[config.mk]
export PLATFORM = sky130hd
export DESIGN_NAME = endstop_limit_calibration_sequencer_flat
export DESIGN_NICKNAME = d
export VERILOG_FILES = /design/src/rtl/elcs_pkg.sv /design/src/rtl/elcs_if.sv /design/src/rtl/endstop_limit_calibration_sequencer.sv /design/src/flat_wrapper.sv
export VERILOG_INCLUDE_DIRS = /design/src /design/src/rtl
export SDC_FILE = /design/constraint.sdc
export NUM_CORES = 1
export LEC_CHECK = 0
export BUFFER_PORTS_ARGS = -buffer_cell sky130_fd_sc_hd__buf_4
export CORE_UTILIZATION = 55
export CTS_CLUSTER_SIZE = 10
export DETAILED_ROUTE_END_ITERATION = 16
export GPL_TIMING_DRIVEN = 0
export PLACE_DENSITY = 0.74
export SETUP_SLACK_MARGIN = 0.02
export SLEW_MARGIN = 10
export SYNTH_ARGS = -nofsm -noshare
export SYNTH_HDL_FRONTEND = slang
export SYNTH_SLANG_ARGS = --single-unit
[constraint.sdc]
create_clock -name clk_i -period 10.9 [get_ports clk_i]
set_input_delay 2.725 -clock clk_i [delete_from_list [all_inputs] [get_ports clk_i]]
set_output_delay 2.725 -clock clk_i [all_outputs]
set_load 0.05 [all_outputs]
[src/rtl/endstop_limit_calibration_sequencer_macros.svh]
// Assertion macros for the endstop limit calibration sequencer.
// Used by the top level; expects clk_i and rst_ni in the including scope.
`ifndef ENDSTOP_LIMIT_CALIBRATION_SEQUENCER_MACROS_SVH
`define ENDSTOP_LIMIT_CALIBRATION_SEQUENCER_MACROS_SVH

// Consequent must hold in the same cycle as the antecedent.
`define ELCS_ASSERT_SAME(label, ante, cons, msg) \
  label: assert property (@(posedge clk_i) disable iff (!rst_ni) (ante) |-> (cons)) \
    else $error(msg);

// Consequent must hold in the cycle after the antecedent.
`define ELCS_ASSERT_NEXT(label, ante, cons, msg) \
  label: assert property (@(posedge clk_i) disable iff (!rst_ni) (ante) |=> (cons)) \
    else $error(msg);

`endif

[src/rtl/elcs_pkg.sv]
// Shared types and constants of the endstop limit calibration sequencer.
// No dependencies.
`timescale 1ns / 1ps

package elcs_pkg;

  localparam int unsigned AngleW   = 32;
  localparam int unsigned DriveW   = 16;
  localparam int unsigned CurrentW = 15;
  localparam int unsigned CountW   = 16;
  localparam int unsigned CfgIdxW  = 2;
  localparam int unsigned CfgDataW = 16;

  typedef enum logic [CfgIdxW-1:0] {
    CFG_STALL_LIMIT   = 2'd0,
    CFG_SETTLE_TICKS  = 2'd1,
    CFG_DRIVE_CURRENT = 2'd2
  } cfg_idx_e;

  typedef enum logic [2:0] {
    STEP_YAW_MAX   = 3'd0,
    STEP_YAW_MIN   = 3'd1,
    STEP_PITCH_MAX = 3'd2,
    STEP_PITCH_MIN = 3'd3,
    STEP_END       = 3'd4
  } step_e;

  localparam logic [CountW-1:0]   StallLimitRst   = 16'd64;
  localparam logic [CountW-1:0]   SettleTicksRst  = 16'd200;
  localparam logic [CurrentW-1:0] DriveCurrentRst = 15'd5000;

endpackage

[src/rtl/elcs_if.sv]
// Valid/ready channel interfaces for the calibration sequencer items.
// Depends on elcs_pkg for field widths.
`timescale 1ns / 1ps

interface elcs_in_if;
  logic                                  valid;
  logic                                  ready;
  logic signed [elcs_pkg::AngleW-1:0]    yaw_pos;
  logic signed [elcs_pkg::AngleW-1:0]    pitch_pos;

  modport source (output valid, output yaw_pos, output pitch_pos, input ready);
  modport sink   (input valid, input yaw_pos, input pitch_pos, output ready);
endinterface

interface elcs_out_if;
  logic                                  valid;
  logic                                  ready;
  logic signed [elcs_pkg::DriveW-1:0]    yaw_drive;
  logic signed [elcs_pkg::DriveW-1:0]    pitch_drive;
  logic                                  calibrating;
  logic                                  finished;
  logic signed [elcs_pkg::AngleW-1:0]    yaw_center;
  logic signed [elcs_pkg::AngleW-1:0]    pitch_center;
  logic        [2:0]                     current_step;

  modport source (
    output valid, output yaw_drive, output pitch_drive, output calibrating,
    output finished, output yaw_center, output pitch_center, output current_step,
    input ready
  );
  modport sink (
    input valid, input yaw_drive, input pitch_drive, input calibrating,
    input finished, input yaw_center, input pitch_center, input current_step,
    output ready
  );
endinterface

[src/rtl/endstop_limit_calibration_sequencer.sv]
// Top level of the endstop limit calibration sequencer.
// Depends on elcs_pkg, elcs_if.sv and the assertion macro header.
`timescale 1ns / 1ps
`include "endstop_limit_calibration_sequencer_macros.svh"

// Usage:
//   in_i carries one control tick item: the yaw and pitch encoder angles.
//   out_o carries one result item per tick: drive commands for both axes,
//   the calibrating and finished flags, both axis centers and the step that
//   was in force during that tick.
//   The cfg_* port writes stall_limit (index 0), settle_ticks (index 1) and
//   drive_current (index 2); other indexes are ignored.
//   Latency: a result item is valid the cycle after its tick is accepted.
//   Throughput: one item per cycle while out_o is taken; the stall test,
//   hold counter and center adders sit between in_i and the result register.
//   A new item is accepted while the result register is empty or being
//   taken in the same cycle; when the receiver stalls, the result holds and
//   in_i.ready stays low until it is taken.
//   Reset clears the step to yaw max, the hold counter, previous angles and
//   recorded limits to zero, and loads the register reset values.
//   After the pitch min limit is recorded the block stays in the end step,
//   drives zero and reports the centers until the next reset.

module endstop_limit_calibration_sequencer (
  input  logic                            clk_i,
  input  logic                            rst_ni,
  input  logic                            cfg_we_i,
  input  logic [elcs_pkg::CfgIdxW-1:0]    cfg_idx_i,
  input  logic [elcs_pkg::CfgDataW-1:0]   cfg_data_i,
  elcs_in_if.sink                         in_i,
  elcs_out_if.source                      out_o
);
  import elcs_pkg::*;

  logic [CountW-1:0]   stall_limit_q;
  logic [CountW-1:0]   settle_ticks_q;
  logic [CurrentW-1:0] drive_current_q;

  step_e               step_q, step_d;
  logic [CountW-1:0]   hold_q, hold_d;
  logic [AngleW-1:0]   prev_yaw_q, prev_pitch_q;
  logic [AngleW-1:0]   yaw_upper_q, yaw_upper_d;
  logic [AngleW-1:0]   yaw_lower_q, yaw_lower_d;
  logic [AngleW-1:0]   pitch_upper_q, pitch_upper_d;
  logic [AngleW-1:0]   pitch_lower_q, pitch_lower_d;

  logic                out_valid_q;
  logic [DriveW-1:0]   yaw_drive_q, yaw_drive_d;
  logic [DriveW-1:0]   pitch_drive_q, pitch_drive_d;
  logic                calibrating_q, calibrating_d;
  logic                finished_q, finished_d;
  logic [AngleW-1:0]   yaw_center_q, yaw_center_d;
  logic [AngleW-1:0]   pitch_center_q, pitch_center_d;
  logic [2:0]          step_out_q, step_out_d;

  logic                in_acc;
  logic                axis_pitch;
  logic [AngleW-1:0]   angle_now, angle_prev;
  logic [AngleW:0]     diff, diff_abs;
  logic                stalled, settled;
  logic [CountW-1:0]   hold_inc;
  logic [DriveW-1:0]   drive_plus, drive_minus;
  logic [AngleW:0]     yaw_sum, pitch_sum;

  assign in_i.ready = !out_valid_q || out_o.ready;
  assign in_acc     = in_i.valid && in_i.ready;

  assign axis_pitch = (step_q == STEP_PITCH_MAX) || (step_q == STEP_PITCH_MIN);
  assign angle_now  = axis_pitch ? in_i.pitch_pos : in_i.yaw_pos;
  assign angle_prev = axis_pitch ? prev_pitch_q : prev_yaw_q;

  assign diff     = {angle_now[AngleW-1], angle_now} - {angle_prev[AngleW-1], angle_prev};
  assign diff_abs = diff[AngleW] ? (~diff + {{AngleW{1'b0}}, 1'b1}) : diff;
  assign stalled  = diff_abs < {{(AngleW + 1 - CountW){1'b0}}, stall_limit_q};
  assign hold_inc = (hold_q == {CountW{1'b1}}) ? hold_q : hold_q + {{(CountW-1){1'b0}}, 1'b1};
  assign settled  = stalled && (hold_inc > settle_ticks_q);

  assign drive_plus  = {1'b0, drive_current_q};
  assign drive_minus = ~drive_plus + {{(DriveW-1){1'b0}}, 1'b1};

  assign yaw_sum   = {yaw_upper_q[AngleW-1], yaw_upper_q}
                   + {yaw_lower_q[AngleW-1], yaw_lower_q};
  assign pitch_sum = {pitch_upper_q[AngleW-1], pitch_upper_q}
                   + {pitch_lower_q[AngleW-1], pitch_lower_q};

  always_comb begin
    step_d         = step_q;
    hold_d         = hold_q;
    yaw_upper_d    = yaw_upper_q;
    yaw_lower_d    = yaw_lower_q;
    pitch_upper_d  = pitch_upper_q;
    pitch_lower_d  = pitch_lower_q;
    yaw_drive_d    = '0;
    pitch_drive_d  = '0;
    calibrating_d  = 1'b1;
    finished_d     = 1'b0;
    yaw_center_d   = '0;
    pitch_center_d = '0;
    step_out_d     = step_q;

    if (step_q != STEP_END && step_q <= STEP_PITCH_MIN && stalled) begin
      hold_d = settled ? '0 : hold_inc;
    end

    unique case (step_q)
      STEP_YAW_MAX: begin
        yaw_drive_d = drive_plus;
        if (settled) begin
          yaw_upper_d = in_i.yaw_pos;
          step_d      = STEP_YAW_MIN;
        end
      end
      STEP_YAW_MIN: begin
        yaw_drive_d = drive_minus;
        if (settled) begin
          yaw_lower_d = in_i.yaw_pos;
          step_d      = STEP_PITCH_MAX;
        end
      end
      STEP_PITCH_MAX: begin
        pitch_drive_d = drive_plus;
        if (settled) begin
          pitch_upper_d = in_i.pitch_pos;
          step_d        = STEP_PITCH_MIN;
        end
      end
      STEP_PITCH_MIN: begin
        pitch_drive_d = drive_minus;
        if (settled) begin
          pitch_lower_d = in_i.pitch_pos;
          step_d        = STEP_END;
        end
      end
      default: begin
        step_d         = STEP_END;
        calibrating_d  = 1'b0;
        finished_d     = 1'b1;
        yaw_center_d   = yaw_sum[AngleW:1];
        pitch_center_d = pitch_sum[AngleW:1];
        step_out_d     = STEP_END;
      end
    endcase
  end

  always_ff @(posedge clk_i or negedge rst_ni) begin
    if (!rst_ni) begin
      stall_limit_q   <= StallLimitRst;
      settle_ticks_q  <= SettleTicksRst;
      drive_current_q <= DriveCurrentRst;
    end else if (cfg_we_i) begin
      unique case (cfg_idx_i)
        CFG_STALL_LIMIT:   stall_limit_q   <= cfg_data_i;
        CFG_SETTLE_TICKS:  settle_ticks_q  <= cfg_data_i;
        CFG_DRIVE_CURRENT: drive_current_q <= cfg_data_i[CurrentW-1:0];
        default: ;
      endcase
    end
  end

  always_ff @(posedge clk_i or negedge rst_ni) begin
    if (!rst_ni) begin
      step_q        <= STEP_YAW_MAX;
      hold_q        <= '0;
      prev_yaw_q    <= '0;
      prev_pitch_q  <= '0;
      yaw_upper_q   <= '0;
      yaw_lower_q   <= '0;
      pitch_upper_q <= '0;
      pitch_lower_q <= '0;
      out_valid_q   <= 1'b0;
    end else begin
      if (in_acc) begin
        step_q        <= step_d;
        hold_q        <= hold_d;
        prev_yaw_q    <= in_i.yaw_pos;
        prev_pitch_q  <= in_i.pitch_pos;
        yaw_upper_q   <= yaw_upper_d;
        yaw_lower_q   <= yaw_lower_d;
        pitch_upper_q <= pitch_upper_d;
        pitch_lower_q <= pitch_lower_d;
        out_valid_q   <= 1'b1;
      end else if (out_o.ready) begin
        out_valid_q   <= 1'b0;
      end
    end
  end

  always_ff @(posedge clk_i) begin
    if (in_acc) begin
      yaw_drive_q    <= yaw_drive_d;
      pitch_drive_q  <= pitch_drive_d;
      calibrating_q  <= calibrating_d;
      finished_q     <= finished_d;
      yaw_center_q   <= yaw_center_d;
      pitch_center_q <= pitch_center_d;
      step_out_q     <= step_out_d;
    end
  end

  assign out_o.valid        = out_valid_q;
  assign out_o.yaw_drive    = yaw_drive_q;
  assign out_o.pitch_drive  = pitch_drive_q;
  assign out_o.calibrating  = calibrating_q;
  assign out_o.finished     = finished_q;
  assign out_o.yaw_center   = yaw_center_q;
  assign out_o.pitch_center = pitch_center_q;
  assign out_o.current_step = step_out_q;

  `ELCS_ASSERT_SAME(a_flags_exclusive, out_valid_q, finished_q != calibrating_q, "flags disagree")
  `ELCS_ASSERT_NEXT(a_end_sticky, in_acc && step_q == STEP_END, step_q == STEP_END, "left end")
  `ELCS_ASSERT_NEXT(a_step_by_one, in_acc,
                    $stable(step_q) || (step_q == $past(step_q) + 3'd1), "step skipped")
  `ELCS_ASSERT_NEXT(a_hold_cleared, in_acc, $stable(step_q) || hold_q == '0, "hold kept")

endmodule

[src/flat_wrapper.sv]
// flat-port wrapper written by rule: the top's interface ports become plain ports
module endstop_limit_calibration_sequencer_flat import elcs_pkg::*;
  (clk_i, rst_ni, cfg_we_i, cfg_idx_i, cfg_data_i, in_i_valid, in_i_yaw_pos, in_i_pitch_pos, in_i_ready, out_o_valid, out_o_yaw_drive, out_o_pitch_drive, out_o_calibrating, out_o_finished, out_o_yaw_center, out_o_pitch_center, out_o_current_step, out_o_ready);
  elcs_in_if in_i_i ();
  elcs_out_if out_o_i ();
  input  logic clk_i;
  input  logic rst_ni;
  input  logic cfg_we_i;
  input  logic [elcs_pkg::CfgIdxW-1:0] cfg_idx_i;
  input  logic [elcs_pkg::CfgDataW-1:0] cfg_data_i;
  input wire logic [$bits(in_i_i.valid)-1:0] in_i_valid;
  input wire logic [$bits(in_i_i.yaw_pos)-1:0] in_i_yaw_pos;
  input wire logic [$bits(in_i_i.pitch_pos)-1:0] in_i_pitch_pos;
  output wire logic [$bits(in_i_i.ready)-1:0] in_i_ready;
  output wire logic [$bits(out_o_i.valid)-1:0] out_o_valid;
  output wire logic [$bits(out_o_i.yaw_drive)-1:0] out_o_yaw_drive;
  output wire logic [$bits(out_o_i.pitch_drive)-1:0] out_o_pitch_drive;
  output wire logic [$bits(out_o_i.calibrating)-1:0] out_o_calibrating;
  output wire logic [$bits(out_o_i.finished)-1:0] out_o_finished;
  output wire logic [$bits(out_o_i.yaw_center)-1:0] out_o_yaw_center;
  output wire logic [$bits(out_o_i.pitch_center)-1:0] out_o_pitch_center;
  output wire logic [$bits(out_o_i.current_step)-1:0] out_o_current_step;
  input wire logic [$bits(out_o_i.ready)-1:0] out_o_ready;
  assign in_i_i.valid = in_i_valid;
  assign in_i_i.yaw_pos = in_i_yaw_pos;
  assign in_i_i.pitch_pos = in_i_pitch_pos;
  assign in_i_ready = in_i_i.ready;
  assign out_o_valid = out_o_i.valid;
  assign out_o_yaw_drive = out_o_i.yaw_drive;
  assign out_o_pitch_drive = out_o_i.pitch_drive;
  assign out_o_calibrating = out_o_i.calibrating;
  assign out_o_finished = out_o_i.finished;
  assign out_o_yaw_center = out_o_i.yaw_center;
  assign out_o_pitch_center = out_o_i.pitch_center;
  assign out_o_current_step = out_o_i.current_step;
  assign out_o_i.ready = out_o_ready;
  endstop_limit_calibration_sequencer u_core (.clk_i(clk_i), .rst_ni(rst_ni), .cfg_we_i(cfg_we_i), .cfg_idx_i(cfg_idx_i), .cfg_data_i(cfg_data_i), .in_i(in_i_i), .out_o(out_o_i));
endmodule
# Yosys cells after proc, flatten, opt, wreduce, memory -nomap -nowiden
# Cells that the tools add are included.
[word_totals]
in_bits = 87
ff_bits = 360
elab_cells = 77
out_inout_bits = 103
[classes]
mux = 16
n_bitwise = 2
magnitude_cmp = 3
eq_ne = 11
reduce_logical = 20
add_sub_neg = 6
[ops]
columns = ["operator", "count"]
rows = [
  ["32-bit by 32-bit adder with 33-bit output", 2],
  ["32-bit 2-to-1 mux", 2],
  ["16-bit case mux with 2 select lines", 2],
  ["33-bit by 1-bit adder with 33-bit output (second input constant)", 1],
  ["33-bit by 16-bit < comparator with 1-bit output", 1],
  ["33-bit 2-to-1 mux", 1],
  ["33-bit NOT", 1],
  ["32-bit by 32-bit subtractor with 33-bit output", 1],
  ["16-bit by 1-bit adder with 16-bit output (second input constant)", 2],
  ["16-bit 2-to-1 mux", 2],
  ["16-bit equality test (second input constant)", 1],
  ["16-bit > comparator", 1],
  ["15-bit NOT with 16-bit output", 1],
  ["3-bit 2-to-1 mux", 4],
  ["3-bit case mux with 4 select lines", 1],
  ["3-bit AND reduction", 4],
  ["2-bit by 1-bit inequality test with 1-bit output (second input constant)", 4],
  ["2-bit AND reduction", 4],
  ["3-bit by 2-bit equality test with 1-bit output (second input constant)", 2],
  ["5-bit AND reduction", 1],
  ["1-bit logical AND", 4],
  ["1-bit 2-to-1 mux", 4],
  ["4-bit OR reduction", 1],
  ["3-bit by 1-bit equality test with 1-bit output (second input constant)", 1],
  ["9 further kinds", 10],
]

# Depth between registers and ports, before layout
# Gate-level depths: netlist (run 1).
[logic_depth]
depth_word = 11
mapped_depth = 36
mapped_depth_nobuf = 30

# Worst setup path after synthesis (run 1)
# OpenSTA, ideal clock, no wires.
[synth_path]
kind = "in2reg"
from = "in in_i_pitch_pos[0]"
to = "reg u_core.pitch_upper_q[10]"
cell_stages = 28
setup_time_ps = 125
path_buffers = 4
required_ps = 10775
slack_ps = 2022
t_arrival_ps = 8753
cell_sequence = "mux2i_1 ha_1 inv_1 fa_1 a211oi_2 o21ai_1 a211oi_1 nor2_1 a41o_1 a31oi_1 clkbuf_1 clkbuf_1 o41ai_1 xor2_1 ha_1 a21o_1 a211oi_1 a31oi_1 a2111oi_0 o221ai_1 a221o_2 a2111oi_2 and4b_2 nand4_4 or3_1 buf_6 buf_12 mux2_4"
[synth_between]
elab_chain_cells = 8
[synth_rtl]
columns = ["item", "line_no", "text"]
rows = [
  ["start: declaration", "flat_wrapper.sv:13", "input wire logic [$bits(in_i_i.pitch_pos)-1:0] in_i_pitch_pos;"],
  ["32-bit 2-to-1 mux *", "endstop_limit_calibration_sequencer.sv:69", "assign angle_now = axis_pitch ? in_i.pitch_pos : in_i.yaw_pos;"],
  ["32-bit by 32-bit subtractor with 33-bit output *", "endstop_limit_calibration_sequencer.sv:72", "assign diff = {angle_now[AngleW-1], angle_now} - {angle_prev[AngleW-1], angle_prev};"],
  ["33-bit NOT", "endstop_limit_calibration_sequencer.sv:73", "assign diff_abs = diff[AngleW] ? (~diff + {{AngleW{1'b0}}, 1'b1}) : diff;"],
  ["33-bit by 1-bit adder with 33-bit output", "endstop_limit_calibration_sequencer.sv:73", ""],
  ["33-bit 2-to-1 mux *", "endstop_limit_calibration_sequencer.sv:73", ""],
  ["33-bit by 16-bit < comparator with 1-bit output *", "endstop_limit_calibration_sequencer.sv:74", "assign stalled = diff_abs < {{(AngleW + 1 - CountW){1'b0}}, stall_limit_q};"],
  ["1-bit logical AND *", "endstop_limit_calibration_sequencer.sv:76", "assign settled = stalled && (hold_inc > settle_ticks_q);"],
  ["3-bit AND reduction (no line) *", "--", ""],
  ["end signal: assignment", "endstop_limit_calibration_sequencer.sv:179", "pitch_upper_q <= pitch_upper_d;"],
  ["end: declaration", "endstop_limit_calibration_sequencer.sv:44", "logic [AngleW-1:0] pitch_upper_q, pitch_upper_d;"],
]
# Every way passes the cells marked *; elsewhere a longest branch is shown, timed or not.
# A chain may end at the register's enable or synchronous reset.

# Final worst setup path (run 1)
[layout_path]
from = "reg u_core.step_q[2]"
to = "reg u_core.yaw_lower_q[30]"
[layout_between]
elab_chain_cells = 10
elab_cells_between_ends = 13
classes_between = "add/sub: 2; order compare: 1; eq/ne: 3; mux: 3; bitwise: 1; reduce/logical: 3"
[layout_rtl]
columns = ["item", "line_no", "text"]
rows = [
  ["start: declaration", "endstop_limit_calibration_sequencer.sv:39", "step_e step_q, step_d;"],
  ["start signal: assignment", "endstop_limit_calibration_sequencer.sv:173", "step_q <= step_d;"],
  ["3-bit by 2-bit equality test with 1-bit output", "endstop_limit_calibration_sequencer.sv:68", "assign axis_pitch = (step_q == STEP_PITCH_MAX) || (step_q == STEP_PITCH_MIN);"],
  ["1-bit logical OR", "endstop_limit_calibration_sequencer.sv:68", ""],
  ["32-bit 2-to-1 mux (on tied branches)", "endstop_limit_calibration_sequencer.sv:69, endstop_limit_calibration_sequencer.sv:70", ""],
  ["32-bit by 32-bit subtractor with 33-bit output", "endstop_limit_calibration_sequencer.sv:72", ""],
  ["33-bit NOT", "endstop_limit_calibration_sequencer.sv:73", ""],
  ["33-bit by 1-bit adder with 33-bit output", "endstop_limit_calibration_sequencer.sv:73", ""],
  ["33-bit 2-to-1 mux", "endstop_limit_calibration_sequencer.sv:73", ""],
  ["33-bit by 16-bit < comparator with 1-bit output", "endstop_limit_calibration_sequencer.sv:74", ""],
  ["1-bit logical AND", "endstop_limit_calibration_sequencer.sv:76", ""],
  ["3-bit AND reduction (no line) *", "--", ""],
  ["end signal: assignment", "endstop_limit_calibration_sequencer.sv:178", "yaw_lower_q <= yaw_lower_d;"],
  ["end: declaration", "endstop_limit_calibration_sequencer.sv:43", "logic [AngleW-1:0] yaw_lower_q, yaw_lower_d;"],
]
# Marked as above.

==> flow_metrics.env, run 1 <==
export IMPL_p_leak_nw=11.7
export IMPL_setup_viol=0
export IMPL_yosys_cell_types_count=105
export IMPL_dp_hpwl_um=41300
export IMPL_cap_violations=0
export IMPL_layout_setup_ws_ns=0.639
export IMPL_cpMostUsedCell="nand2_1"
export IMPL_syn_mean_instance_area_um2=10.8
export IMPL_portBuffers=189
export IMPL_ys_top_cells_by_area="dfrtp_1 29%, edfxtp_1 14%, mux2_2 8.6%"
export IMPL_startpoint_type="flop"
export IMPL_routabilityCongestion=0.887
export IMPL_slowest_delay_ns=0.65
export IMPL_drc_errors=0
export IMPL_viasPerCell=5.82
export IMPL_dieArea_um2=40300
export IMPL_arrival_ns=10.70
export IMPL_drive_above_1_share_pct=25.1
export IMPL_yosysTopAreaCellShare_pct=28.8
export IMPL_fp_dieH_um=201
export IMPL_clockRootBuffer="clkbuf_16"
export IMPL_fp_row_count=72
export IMPL_synth_edf_count=101
export IMPL_synth_nets=2235
export IMPL_worst_clock_skew_ns=0.0270
export IMPL_routed_via_count=16300
export IMPL_ant_nets=0
export IMPL_timing_final_crit_share_pct=94.1
export IMPL_p_per_area_nw_per_um2=150
export IMPL_slew_headroom_pct=20.1
export IMPL_grt_max_degree=102
export IMPL_synthArstFlopShare_pct=71.9
export IMPL_fillers=3097
export IMPL_synth_area_leader_cell="dfrtp_1"
export IMPL_reg2reg_slack_ns=0.64
export IMPL_crit_slowest_cell="dfrtp_1"
export IMPL_cts_buffers=43
export IMPL_synthToLayoutAreaGrowth_pct=15.9
export IMPL_clk_path_buf_depth=3
export IMPL_cts_clk_slew_worst_paths_ns=0.06
export IMPL_dpl_cell_count=2727
export IMPL_grt_usage_pct=27.6
export IMPL_first_pass_iters=5
export IMPL_synth_seq_cells=360
export IMPL_clock_latency_ns=0.58
export IMPL_status="finished, final reports clean"
export IMPL_h_tree_depth=2
export IMPL_synthCells=2017
export IMPL_fin_tns_setup_ns=0
export IMPL_period_needed_ns=10.26
export IMPL_ys_warnings_count=0
export IMPL_core_um2=38800
export IMPL_worst_setup_path_end_kind="flop"
export IMPL_ctsHoldBuffers=0
export IMPL_fp_dieW_um=201
export IMPL_rsz0062_at_grt="no"
export IMPL_synth_seq_area_share_pct=43.9
export IMPL_grt_overflow=0
export IMPL_min_path_type="reg -> reg"
export IMPL_detail_route_wl_per_cell_um=19.7
export IMPL_finalNonFillerCells=2802
export IMPL_fmax_mhz=97.5
export IMPL_grt_pass1_wl_um=88600
export IMPL_synthFlopType="dfrtp_1"
export IMPL_syn_area_um2=21700
export IMPL_criticalPathCategory="reg -> reg"
export IMPL_wl_um=55100
export IMPL_ir_drop_mv=0.117
export IMPL_total_power_mw=3.78
export IMPL_crit_required_ns=11.34
export IMPL_worstPathMaxFanout=10
export IMPL_final_nets=2474
export IMPL_tightest_slew_ns=1.20
export IMPL_pin_count=190
export IMPL_drv_slew=0
export IMPL_grt_pass1_vias=16300
export IMPL_grt_antenna_before_repair=1
export IMPL_diodes=0
export IMPL_cts_sink_count=360
export IMPL_pre_cts_ws_ns=-0.0472
export IMPL_finalHoldViolations=0
export IMPL_initial_core_util_pct=55.9
export IMPL_cts_tree="done"
export IMPL_drt_iter0_drc=1082
-- cells by family after synthesis --
family / after synthesis / synth area share [%]
simple gates: 613 / 13.8
flops: 360 / 43.9
compound gates: 401 / 12.5
mux: 264 / 14.5
xor+xnor: 101 / 4.18
buf+inv: 147 / 3.43
fa+ha+maj: 131 / 7.66
-- what timing repair did --
| item | in CTS | in global routing |
|---|---|---|
| endpoints found under the setup margin | 0 | 62 |
| gates resized for setup | 0 | 4 |
| buffers inserted | 0 | 2 |
-- sequential cells by signal (all words and copies together), names as in the netlist, 32 cells and up --
signal                     flops
u_core.out_o.yaw_center       32
u_core.yaw_lower_q            32
u_core.pitch_lower_q          32
u_core.prev_yaw_q             32
u_core.out_o.pitch_center     32
u_core.prev_pitch_q           32
u_core.yaw_upper_q            32
u_core.pitch_upper_q          32
-- metal layers --
layer	share of wire, %	wire length (um)	track usage, %	up-vias
met2	48	26200	45.4	401
li1	-	-	-	7797
met5	0.022	12	0	-
met4	2.5	1400	7.99	2
met1	45	24600	37.2	8035
met3	5.2	2870	5.42	83
-- report_power, final --
group | total (mW) | internal, mW | switching (mW)
clock network | 1.33 | 0.771 | 0.557
registers | 1.53 | 1.48 | 0.0476
logic | 0.931 | 0.376 | 0.555
total | 3.78 | 2.62 | 1.16
-- Yosys cell counts, types with 8 or more instances --
master,n
dfrtp_1,250
nand2_1,205
mux2_2,166
nor2_1,163
ha_1,128
edfxtp_1,101
o21ai_0,90
a21oi_1,87
inv_1,60
mux2_4,60
clkbuf_1,54
xnor2_1,50
xor2_1,48
nor3_1,42
mux2i_1,37
a21o_1,36
nand2b_1,28
o21a_1,24
nand3_1,22
and3_1,20
nor2b_1,19
a31oi_1,18
nand4_1,18
or3_1,18
and2_1,14
o211ai_1,14
or2_2,13
a211oi_1,12
o31ai_1,11
dfstp_2,9
nor4_1,9
buf_2,8
o221ai_1,8
-- layout by cell type, fill, tap and decap left out, types with 8 or more instances in the layout --
| cell | instances |
|---|---|
| nor2_1 | 162 |
| mux2i_1 | 37 |
| o31ai_1 | 11 |
| nand4_1 | 18 |
| edfxtp_1 | 101 |
| o211ai_1 | 14 |
| xnor2_1 | 50 |
| or3_1 | 18 |
| mux2_2 | 166 |
| ha_1 | 128 |
| o221ai_1 | 8 |
| a21o_1 | 36 |
| dfrtp_1 | 250 |
| a211oi_1 | 12 |
| nor3_1 | 42 |
| or2_2 | 13 |
| buf_2 | 8 |
| and3_1 | 20 |
| nand2_1 | 205 |
| inv_1 | 59 |
| clkbuf_1 | 76 |
| nand2b_1 | 28 |
| buf_4 | 190 |
| xor2_1 | 48 |
| a21oi_1 | 87 |
| o21a_1 | 24 |
| nor4_1 | 9 |
| nand3_1 | 22 |
| dfstp_2 | 9 |
| o21ai_0 | 90 |
| clkbuf_16 | 43 |
| and2_1 | 14 |
| a31oi_1 | 18 |
| nor2b_1 | 19 |
| mux2_4 | 60 |
-- layout make-up --
class	instances	area [um^2]	share of cell area [%]
Clock buffer	68	1190	4.73
Timing Repair Buffer	194	1540	6.11
Inverter	62	239	0.950
Clock inverter	5	71.3	0.283
Multi-Input combinational cell	1510	11400	45.5
Tap cell	518	648	2.58
Sequential cell	360	9530	37.9
Buffer	85	513	2.04
-- worst max-delay path, delay by kind of cell, from the launching register on --
family | cells | cell delay [ns]
flip-flops | 1 | 0.65
AO/OA/AOI/OAI | 15 | 3.85
adder cells (fa/ha/maj) | 2 | 0.75
multiplexers | 1 | 0.39
AND/OR/NAND/NOR | 8 | 1.70
buffers and inverters | 8 | 2.80
-- stage by stage --
stage	hold slack, ns	cell area (um^2)	utilization (%)
6_report	0.496	25200	64.8
5_1_grt	0.509	25200	64.8
4_1_cts	0.494	25100	64.7
3_5_place_dp	0.482	23900	61.5
3_3_place_gp	0.480	23800	61.2
2_1_floorplan	0.465	21700	-
-- worst paths after layout --
kind	from	end	cells past startpoint
setup / recovery	u_core.step_q[2]$_DFFE_PN0P_	u_core.yaw_lower_q[30]$_DFFE_PN0P_	34
hold / removal	u_core.yaw_lower_q[19]$_DFFE_PN0P_	u_core.yaw_lower_q[19]$_DFFE_PN0P_	1
setup reg to reg	u_core.step_q[2]$_DFFE_PN0P_	u_core.yaw_lower_q[30]$_DFFE_PN0P_	34
hold reg to reg	u_core.yaw_lower_q[19]$_DFFE_PN0P_	u_core.yaw_lower_q[19]$_DFFE_PN0P_	1
max in group asynchronous	rst_ni	u_core.prev_yaw_q[2]$_DFFE_PN0P_	2
min in group asynchronous	rst_ni	u_core.hold_q[1]$_DFFE_PN0P_	1
(Power assumes the default switching activity.)
==> run 2: changes to the inputs <==
- CORE_ASPECT_RATIO: default -> 1.4
- CTS_BUF_LIST: default -> sky130_fd_sc_hd__clkbuf_2
- SLEW_MARGIN: 10 -> default
==> run 2 against run 1 <==
  * Setup slack better by 0.058 ns
  * Utilization down 0.85 points
  * Clock skew up 0.042 ns
  * Maximum frequency up 0.57%
  * Non-clock buffer count up 2
  * Power down 9.9%
  * Critical path depth down 2
  * Largest cell class unchanged
==> flow_metrics.env, run 2 (synthesis results as in run 1) <==
export IMPL_clkPwrFrac_pct=27.9
export IMPL_routed_via_count=16900
export IMPL_grt_pass1_wl_um=89900
export IMPL_first_pass_iters=6
export IMPL_setup_viol=0
export IMPL_netSwitchingPower_mw=1.17
export IMPL_tightest_slew_ns=0.988
export IMPL_worst_setup_path_end_kind="flop"
export IMPL_pre_cts_ws_ns=0.164
export IMPL_drv_slew=0
export IMPL_grt_antenna_before_repair=5
export IMPL_detail_route_wl_per_cell_um=19.7
export IMPL_mostFrequentLayoutCell="dfrtp_1"
export IMPL_wl_um=57100
export IMPL_viasPerCell=5.83
export IMPL_grt_pass1_vias=17000
export IMPL_grt_overflow=0
export IMPL_fin_tns_setup_ns=0
export IMPL_drive_above_1_share_pct=28.2
export IMPL_final_cell_mix="250 x dfrtp_1, 205 x nand2_1, 193 x buf_4, 166 x mux2_2, 162 x nor2_1"
export IMPL_cts_buffers=87
export IMPL_final_nets=2520
export IMPL_slew_headroom_pct=34.0
export IMPL_synthToLayoutAreaGrowth_pct=14.1
export IMPL_ctsHoldBuffers=0
export IMPL_seqPwrFrac_pct=44.7
export IMPL_min_path_type="reg -> reg"
export IMPL_layout_setup_ws_ns=0.698
export IMPL_worstPathMaxFanout=10
export IMPL_worst_clock_skew_ns=0.0689
export IMPL_total_power_mw=3.41
export IMPL_fp_dieH_um=237
export IMPL_drc_errors=0
export IMPL_ir_drop_mv=0.0839
export IMPL_pin_count=190
export IMPL_clockRootBuffer="clkbuf_2"
export IMPL_startpoint_type="flop"
export IMPL_cts_clk_slew_worst_paths_ns=0.11
export IMPL_grt_max_degree=120
export IMPL_slowest_delay_ns=0.74
export IMPL_p_leak_nw=11.7
export IMPL_drt_iter0_drc=1064
export IMPL_period_needed_ns=10.20
export IMPL_clock_latency_ns=1.03
export IMPL_initial_core_util_pct=56.1
export IMPL_internal_power_mw=2.24
export IMPL_ant_nets=0
export IMPL_cts_sink_count=360
export IMPL_p_per_area_nw_per_um2=138
export IMPL_criticalPathCategory="reg -> reg"
export IMPL_status="finished, final reports clean"
export IMPL_fmax_mhz=98.0
export IMPL_dp_hpwl_um=43400
export IMPL_portBuffers=189
export IMPL_timing_final_crit_share_pct=93.6
export IMPL_crit_required_ns=11.78
export IMPL_cap_violations=0
export IMPL_grt_usage_pct=28.8
export IMPL_clk_path_buf_depth=3
export IMPL_rsz0062_at_grt="no"
export IMPL_sw_frac_of_total_pct=34.2
export IMPL_crit_slowest_cell="dfrtp_1"
export IMPL_routabilityCongestion=0.884
export IMPL_fp_row_count=85
export IMPL_fillers=3199
export IMPL_comb_power_share_pct=27.4
export IMPL_arrival_ns=11.08
export IMPL_dieArea_um2=40300
export IMPL_fp_dieW_um=170
export IMPL_core_um2=38700
export IMPL_cts_tree="done"
export IMPL_h_tree_depth=3
export IMPL_finalHoldViolations=0
==> run 2: cell types whose count changed in the layout (fill, tap and decap cells not counted), moves of 3 or more <==
cell / before / now
clkbuf_1: 76 / 53
clkinv_1: 1 / 15
diode_2: 0 / 4
clkbuf_2: 3 / 135
clkbuf_16: 43 / 0
buf_4: 190 / 193
==> run 2: worst max-delay path: cells and delay by family (launching register included) <==
kind | cells | cell delay [ns]
and+or+nand+nor | 7 | 1.66
DFF | 1 | 0.74
buffers and inverters | 8 | 2.73
adders and majority gates | 2 | 0.81
xor gates and xnor gates | 1 | 0.18
muxes | 1 | 0.37
AOI/OAI and AO/OA | 13 | 3.62
==> run 2: stage by stage <==
step | hold WS, ns | cell area (um^2) | instances | utilization (%)
floorplan | 0.465 | 21700 | 2017 | -
global placement | 0.477 | 23800 | 2728 | 61.4
detailed placement | 0.486 | 23900 | 2731 | 61.7
CTS | 0.510 | 24700 | 2886 | 63.8
global route | 0.520 | 24700 | 2891 | 63.9
finish | 0.508 | 24800 | 2894 | 63.9
==> run 2: area by class of cell <==
type / instances / area (um^2) / area share [%]
flip-flops and latches: 360 / 9530 / 38.5
repair buffers: 196 / 1540 / 6.22
clock buffers: 132 / 661 / 2.67
multi-input cells: 1510 / 11400 / 46.2
inverters: 62 / 239 / 0.965
diodes: 4 / 10.0 / 0.0404
plain buffers: 85 / 513 / 2.07
clock inverters: 23 / 179 / 0.723
well taps: 522 / 653 / 2.64
==> run 2: final timing paths <==
path                                                  startpoint                                     to  slack [ns]  depth (start not counted)
max in group asynchronous                                 rst_ni   u_core.pitch_lower_q[26]$_DFFE_PN0P_        7.89                          3
min                        u_core.settle_ticks_q[14]$_DFFE_PN0P_  u_core.settle_ticks_q[14]$_DFFE_PN0P_        0.51                          1
max reg2reg                         u_core.step_q[2]$_DFFE_PN0P_     u_core.yaw_lower_q[17]$_DFFE_PN0P_        0.70                         32
max                                 u_core.step_q[2]$_DFFE_PN0P_     u_core.yaw_lower_q[17]$_DFFE_PN0P_        0.70                         32
min reg2reg                u_core.settle_ticks_q[14]$_DFFE_PN0P_  u_core.settle_ticks_q[14]$_DFFE_PN0P_        0.51                          1
min in group asynchronous                                 rst_ni          u_core.hold_q[13]$_DFFE_PN0P_        1.63                          1
==> run 2: power by group through the flow <==
stage	combinational, mW	sequential, mW	clock, mW
after floorplan	0.619	1.59	0
after global placement	0.902	1.55	0
after detailed placement	0.930	1.55	0
after CTS	0.935	1.52	0.977
after global routing	1.03	1.53	1.04
final	0.935	1.52	0.952
==> run 2: layer usage <==
metal | global-route usage [%] | vias up | wire length, um
met5 | 0 | - | 31
met4 | 14.7 | 4 | 2360
met3 | 5.38 | 135 | 3340
met2 | 50.1 | 538 | 28800
met1 | 33.5 | 8264 | 22600
li1 | - | 7934 | -
==> run 2: timing repair <==
| action | in CTS | in global routing |
|---|---|---|
| resized for setup | 0 | 4 |
| buffers inserted | 0 | 4 |
| endpoints found under the setup margin | 0 | 59 |
